--- config.mk ---
export PLATFORM = sky130hd
export DESIGN_NAME = lpp_div
export DESIGN_NICKNAME = d
export VERILOG_FILES = /design/src/rtl/lpp_pkg.sv /design/src/rtl/lpp_div.sv
export SDC_FILE = /design/constraint.sdc
export NUM_CORES = 2
export LEC_CHECK = 0
export BUFFER_PORTS_ARGS = -buffer_cell sky130_fd_sc_hd__buf_2
export CORE_MARGIN = 1
export CORE_UTILIZATION = 45
export CTS_CLUSTER_SIZE = 24
export DETAILED_ROUTE_END_ITERATION = 7
export GPL_TIMING_DRIVEN = 0
export PLACE_DENSITY_LB_ADDON = 0.05
export SYNTH_ARGS = -nofsm -noshare
export SYNTH_HDL_FRONTEND = slang
export SYNTH_SLANG_ARGS = --single-unit
--- constraint.sdc ---
create_clock -name clk -period 11.1 [get_ports clk]
set_input_delay 2.22 -clock clk [delete_from_list [all_inputs] [get_ports clk]]
set_output_delay 2.22 -clock clk [all_outputs]
set_load 0.01 [all_outputs]
--- src/rtl/lpp_pkg.sv ---
`timescale 1ns / 1ps
// Shared types, constants and rotation helpers for the landmark projection unit.
// Used by lpp_div, landmark_pinhole_projection_unit and lpp_checker; no dependencies.
package lpp_pkg;

  // Matrix entry, Q.20 after rounding
  localparam int MW = 28;
  // Landmark minus position, Q16.16
  localparam int DW = 33;
  // Body-frame point after saturation, Q16.16
  localparam int BW = 36;
  // Camera-frame point, Q16.16
  localparam int CW = 44;
  // Focal times lateral coordinate
  localparam int NW = 61;
  // Divisor width (positive camera depth)
  localparam int DENW = 43;
  // Quotient bits: offset range of the pixel quotient
  localparam int QB = 17;
  localparam int DIV_STAGES = QB + 1;
  // Largest image side in whole pixels
  localparam logic [12:0] MAX_DIM = 13'd4096;

  typedef enum logic [1:0] {
    ST_VISIBLE = 2'd0,
    ST_BEHIND  = 2'd1,
    ST_OUTSIDE = 2'd2
  } status_t;

  typedef enum logic [2:0] {
    REG_FOCAL_X   = 3'd0,
    REG_FOCAL_Y   = 3'd1,
    REG_CENTER_X  = 3'd2,
    REG_CENTER_Y  = 3'd3,
    REG_IMG_W     = 3'd4,
    REG_IMG_H     = 3'd5,
    REG_MOUNT_ROT = 3'd6,
    REG_MOUNT_OFS = 3'd7
  } reg_idx_t;

  typedef logic signed [MW-1:0] ent_t;
  typedef ent_t mat_t [9];

  typedef struct packed {
    logic signed [31:0] xx, yy, zz, xy, xz, yz, wx, wy, wz;
  } qprod_t;

  // Divider result word
  typedef struct packed {
    logic          oor;
    logic [QB-1:0] q;
  } div_res_t;

  function automatic qprod_t quat_prod(input logic signed [15:0] w, x, y, z);
    qprod_t p;
    p.xx = x * x;
    p.yy = y * y;
    p.zz = z * z;
    p.xy = x * y;
    p.xz = x * z;
    p.yz = y * z;
    p.wx = w * x;
    p.wy = w * y;
    p.wz = w * z;
    return p;
  endfunction

  function automatic logic signed [35:0] x36(input logic signed [31:0] v);
    return {{4{v[31]}}, v};
  endfunction

  // Round half up from Q.28 to Q.20
  function automatic ent_t rnd8(input logic signed [35:0] e);
    logic signed [35:0] t;
    t = e + 36'sd128;
    return t[35:8];
  endfunction

  // Rotation matrix, row-major, from quaternion products
  function automatic mat_t quat_mat(input qprod_t p);
    logic signed [35:0] e [9];
    mat_t m;
    e[0] = 36'sd268435456 - ((x36(p.yy) + x36(p.zz)) <<< 1);
    e[1] = (x36(p.xy) - x36(p.wz)) <<< 1;
    e[2] = (x36(p.xz) + x36(p.wy)) <<< 1;
    e[3] = (x36(p.xy) + x36(p.wz)) <<< 1;
    e[4] = 36'sd268435456 - ((x36(p.xx) + x36(p.zz)) <<< 1);
    e[5] = (x36(p.yz) - x36(p.wx)) <<< 1;
    e[6] = (x36(p.xz) - x36(p.wy)) <<< 1;
    e[7] = (x36(p.yz) + x36(p.wx)) <<< 1;
    e[8] = 36'sd268435456 - ((x36(p.xx) + x36(p.yy)) <<< 1);
    for (int i = 0; i < 9; i++) begin
      m[i] = rnd8(e[i]);
    end
    return m;
  endfunction

endpackage

--- src/rtl/lpp_div.sv ---
`timescale 1ns / 1ps
// Pipelined restoring divider for the pixel quotient: an offset stage, then one quotient bit per stage.
// Depends on lpp_pkg; stage enables come from the top level's stall chain.
module lpp_div (
  input  logic                         clk,
  input  logic [lpp_pkg::QB:0]         en,
  input  logic signed [lpp_pkg::NW-1:0] num,
  input  logic [lpp_pkg::DENW-1:0]     den,
  output lpp_pkg::div_res_t            res
);
  import lpp_pkg::*;

  logic [NW-1:0]   rem_r [0:QB-1];
  logic [DENW-1:0] den_r [0:QB-1];
  logic [QB-1:0]   q_r   [0:QB];
  logic            oor_r [0:QB];

  logic signed [NW:0] np;
  logic               oor_nxt;
  logic [NW:0]        trial [1:QB];
  logic [NW-1:0]      dsh   [1:QB];

  // Offset the quotient by 2^16 so it is non-negative, flag anything out of range
  always_comb begin
    np      = (NW+1)'(num) + $signed({3'b000, den, 16'h0000});
    oor_nxt = np[NW] | ({1'b0, np[NW-1:0]} >= {2'b00, den, 17'h00000});
  end

  // Trial subtract per stage
  always_comb begin
    for (int s = 1; s <= QB; s++) begin
      dsh[s]   = {{(NW-DENW){1'b0}}, den_r[s-1]} << (QB - s);
      trial[s] = {1'b0, rem_r[s-1]} - {1'b0, dsh[s]};
    end
  end

  // Advance each stage when its enable is set
  always_ff @(posedge clk) begin
    if (en[0]) begin
      rem_r[0] <= np[NW-1:0];
      den_r[0] <= den;
      q_r[0]   <= '0;
      oor_r[0] <= oor_nxt;
    end
    for (int s = 1; s <= QB; s++) begin
      if (en[s]) begin
        q_r[s]   <= {q_r[s-1][QB-2:0], ~trial[s][NW]};
        oor_r[s] <= oor_r[s-1];
      end
    end
    // The last stage keeps only the quotient
    for (int s = 1; s < QB; s++) begin
      if (en[s]) begin
        rem_r[s] <= trial[s][NW] ? rem_r[s-1] : trial[s][NW-1:0];
        den_r[s] <= den_r[s-1];
      end
    end
  end

  assign res.q   = q_r[QB];
  assign res.oor = oor_r[QB];

endmodule

Word-level counts from Yosys, hierarchy flattened
Memories as Yosys holds them, arrays and structs flattened.
Index checks and enable logic that the tools add are counted.

storage, ports and cells
  memories = 4
  input bits = 123
  word-level logic and storage cells = 93
  RAM bits = 2092
  output and inout bits = 18
  register bits after elaboration = 0

memories
  name   depth  width  rd ports  clocked after Yosys merged registers in  write ports  line           RTL
  rem_r  17     61     17        0                                        17           lpp_div.sv:13  logic [NW-1:0] rem_r [0:QB-1];
  den_r  17     43     17        0                                        17           lpp_div.sv:14  logic [DENW-1:0] den_r [0:QB-1];
  q_r    18     17     18        0                                        18           lpp_div.sv:15  logic [QB-1:0] q_r [0:QB];
  oor_r  18     1      18        0                                        18           lpp_div.sv:16  logic oor_r [0:QB];

operators by class
  mux-type cells = 52
  add/sub/neg operators = 18
  bitwise gates (word level) = 18
  order comparisons = 1

operators by type and width
  kind                            number
  two-way mux 61 bit              16
  adder 61 x 60 -> 62 bit         1
  subtractor 61 x 43 -> 62 bit    1
  subtractor 61 x 44 -> 62 bit    1
  subtractor 61 x 45 -> 62 bit    1
  subtractor 61 x 46 -> 62 bit    1
  subtractor 61 x 47 -> 62 bit    1
  subtractor 61 x 48 -> 62 bit    1
  subtractor 61 x 49 -> 62 bit    1
  subtractor 61 x 50 -> 62 bit    1
  subtractor 61 x 51 -> 62 bit    1
  subtractor 61 x 52 -> 62 bit    1
  subtractor 61 x 53 -> 62 bit    1
  subtractor 61 x 54 -> 62 bit    1
  subtractor 61 x 55 -> 62 bit    1
  subtractor 61 x 56 -> 62 bit    1
  subtractor 61 x 57 -> 62 bit    1
  subtractor 61 x 58 -> 62 bit    1
  subtractor 61 x 59 -> 62 bit    1
  >= comparator 61 x 60 -> 1 bit  1
  two-way mux 1 bit               36
  inverter 1 bit                  17
  OR 1 bit                        1

Depth between registers and ports, before layout
  depth in word-level cells = 3
  depth in mapped cells = 25
  depth with buffers taken out = 25

Worst setup path after synthesis
Ideal clock, no wire load.

  path type = input to register
  start = in num[16] in the netlist's numbering
  end = mem oor_r[0] (data pin)
  path slack = 4661 ps
  data required time = 10839 ps
  library setup time = 261 ps
  data arrival time = 6178 ps
  stages = 23
  buffers on the path = 0
  cell sequence = ha_1 fa_1 a211o_1 a21oi_1 o21ai_0 a21oi_1 nand2_1 a41oi_1 o21ai_0 nor2b_1 nor2b_1 o21ai_0 xor2_1 ha_1 a21o_1 a21o_1 a21oi_1 o211ai_1 a221o_1 a21oi_1 nand2_1 nand3_1 nand3_1

RTL lines
  what                line           RTL
  start: declaration  lpp_div.sv:7   input logic signed [lpp_pkg::NW-1:0] num,
  end: declaration    lpp_div.sv:16

==> reports/qor.csv <==
stage;metric;value;unit
status;status;finished with violations;
status;violations;DRC;
synth;ys.flop_type;edfxtp_1;
floorplan;die_y;497.1;µm
detailed_routing;antenna_left;0;
global_routing;antenna_found_initial;3;
hold_path;hp-class;register to register;
synth;yosysSeqAreaShare;52.79;%
synth;synth_edf_count;1939;
pwr;vdd_ir_drop_max;147.4;µV
clock_tree;clock_sinks;1939;
timing;rsz0062_at_grt;no;
timing;maxSlewHeadroom;10.55;%
cells_and_area;mostFrequentLayoutCells;edfxtp_1 (1939), inv_1 (959), nand2_1 (937);
critical_path;end_kind;register;
cells_and_area;layout_commonest_cell;edfxtp_1;
placed_design;dpl_cell_area;115600;µm²
pwr;switchingPower;11.73;mW
critical_path;cp-start-kind;primary input;
global_routing;use_met1;19.63;%
global_routing;grt_max_degree;97;
floorplan;io_pins;141;
cells_and_area;layout-area-overhead-vs-synth;11.30;%
synth;synth_cell_types;119;
clock_tree;cts_tree;done;
timing;fin_tns_setup;0;ns
detailed_routing;drtIter0Drc;3669;
synth;yosysTopAreaCellShare;52.79;%
floorplan;rows;181;
pwr;p_comb_share;41.4;%
global_routing;grt_pass1_vias;80030;
detailed_routing;drt-vias-per-instance;5.445;
critical_path;critPathArrivalTime;9.30;ns
detailed_routing;wire_per_inst;19.19;µm
detailed_routing;wl;267300;µm
global_routing;grt_use_met3;2.481;%
synth;synth_cells;10160;
timing;fin_crit;8.565;ns
placed_design;place_congestion;0.9631;
synth;synth_nets;11110;
pwr;p_per_area;261.6;nW/µm²
clock_tree;insertion_delay;0.88;ns
critical_path;crit_fanout;7;
timing;finalSetupViolCount;0;
critical_path;crit_type;primary input to register;
timing;worst_pin_slew;1.332;ns
global_routing;grt_usage;21.43;%
cells_and_area;fin_util;50.43;%
critical_path;crit_required;11.84;ns
floorplan;fp.coreArea;243500;µm²
timing;final-max-slew-violation-count;0;
clock_tree;htreeDepth;4;
global_routing;grt_pass1_wl;419300;µm
placed_design;port-buffer-count;140;
global_routing;grt_busiest_layer;met2;
pwr;netSwitchingFraction;36.52;%
placed_design;hpwl;215300;µm
timing;max_freq;0.1167;GHz
cells_and_area;design_area;122800;µm²
timing;period_share;77.17;%
clock_tree;cts_setup_buffers;0;
cells_and_area;drive_gt1_share;6.559;%
global_routing;grt_overflow_total;0;
pwr;clkPwrFrac;22.3;%
floorplan;start_util;45.31;%
detailed_routing;vias;75830;
clock_tree;root_buffer;clkbuf_16;
clock_tree;numCtsBuffers;218;
pwr;seqPwrFrac;36.3;%
run;cap_violations;0;
synth;yosys_warnings;0;
detailed_routing;drc;2;
global_routing;grt_use_met2;42.48;%
timing;hold_viol_final;0;
pwr;p_leak;49.30;nW
cells_and_area;nNetsFinal;11490;
clock_tree;cts.path.max_buffers;3;
synth;synth_top_cell_by_area;edfxtp_1;
clock_tree;cts_resized;0;
floorplan;die_w;497.1;µm
floorplan;die_area;247100;µm²
synth;synth-async-reset-ratio;0;%
pwr;p_int;20.39;mW
synth;yosys_register_bits;1939;
timing;timing.clock.skew;0.05600;ns
clock_tree;ctsHoldBuffers;0;
synth;netlist_area;110300;µm²
synth;synth_area_leaders;edfxtp_1 (53%), ha_1 (9.3%), a21oi_1 (3.8%);
synth;syn-mean-instance-area;10.86;µm²
clock_tree;cts.clk_slew.worst_paths;0.06;ns
detailed_routing;first_pass_iters;8;
## worst paths after layout
kind	cells after the start	end	slack, ns	startpoint
setup reg to reg	15	rem_r[0][650]$_DFFE_PP_	4.31	rem_r[0][556]$_DFFE_PP_
hold reg to reg	0	q_r[15][4]$_DFFE_PP_	0.40	q_r[14][3]$_DFFE_PP_
setup / recovery	25	oor_r[0]$_DFFE_PP_	2.53	den[28]
hold / removal	0	q_r[15][4]$_DFFE_PP_	0.40	q_r[14][3]$_DFFE_PP_
## cell type report
type	instances	area (µm²)
diodes	6	15.01
plain buffers	251	1049
clock buffers	265	5653
clock inverters	140	1555
fillers	21190	120700
inverters	963	3615
multi-input cells	7002	47420
flip-flops and latches	1939	58230
well taps	3202	4006
repair buffers	158	1230
## power by group through the flow
stage / logic [mW] / clock network (mW) / registers [mW]
finish: 13.3 / 7.16 / 11.6
global route: 14.9 / 7.63 / 11.8
CTS: 13.3 / 7.38 / 11.6
detailed placement: 13.2 / 0 / 11.8
global placement: 12.9 / 0 / 11.8
floorplan: 10.1 / 0 / 11.4
## metal layers
metal | part of all wire [%] | up-vias
li1 | - | 37900
met1 | 35 | 35440
met2 | 54 | 1668
met3 | 2.7 | 827
met4 | 8.2 | 0
met5 | 0 | -
## cells in the mapped netlist (39+ instances only)
| master | number |
|---|---|
| o31ai_1 | 66 |
| o211ai_1 | 39 |
| a31oi_1 | 63 |
| or3_1 | 47 |
| a21o_1 | 432 |
| nand3_1 | 155 |
| a211oi_1 | 71 |
| xor2_1 | 374 |
| o21a_1 | 102 |
| inv_1 | 959 |
| nor4_1 | 56 |
| clkbuf_1 | 177 |
| buf_2 | 57 |
| nand4_1 | 114 |
| nor3_1 | 136 |
| nand2_1 | 937 |
| nor2b_1 | 99 |
| and3_1 | 57 |
| nand2b_1 | 145 |
| o21bai_1 | 86 |
| xnor2_1 | 390 |
| ha_1 | 816 |
| a21oi_1 | 831 |
| and2_1 | 49 |
| edfxtp_1 | 1939 |
| nor2_1 | 565 |
| o21ai_0 | 830 |
| mux2_2 | 45 |
## metrics by stage
stage	hold WS, ns	std cells	power, mW	worst slack [ns]
floorplan	0.4003	10160	21.54	4.661
global placement	0.4006	13500	24.71	1.706
detailed placement	0.4045	13520	24.97	1.668
CTS	0.3961	13920	32.28	2.636
global route	0.3912	13920	34.35	2.761
finish	0.3966	13930	32.11	2.535
## registers in the layout, summed over array words and instances (netlist names)
| register | cells |
|---|---|
| rem_r | 1037 |
| q_r | 153 |
| oor_r | 18 |
| den_r | 731 |
## critical path, stage by stage
cell and delay, ns:
buf_2 0.12, ha_1 0.27, clkbuf_1 0.26, nand3_1 0.14, nor2_1 0.26, nand2_1 0.23
a2111oi_0 0.90, nor3_1 0.41, a211oi_1 0.65, o2111ai_1 0.32, nand2_1 0.21, a21o_1 0.13
a21oi_1 0.07, xnor2_1 0.18, ha_1 0.31, and4_1 0.28, nand2_1 0.07, nor2_1 0.68
nand4_1 0.65, o211ai_1 0.41, a221o_1 0.21, a21oi_1 0.06, nand2_1 0.09, nand3_1 0.08
nand3_1 0.07
## cell families (layout without fill, tap and decap cells)
family	Yosys count	after routing	share of synthesized area, %
compound gates	2861	2861	16.14
simple gates	2489	2489	10.67
flops	1939	1939	52.79
buf+inv	1214	1777	4.227
fa+ha+maj	833	833	9.564
xor+xnor	764	764	6.066
mux	55	55	0.5501
other cells	0	6	0
Power figures use the tool's default switching activity.
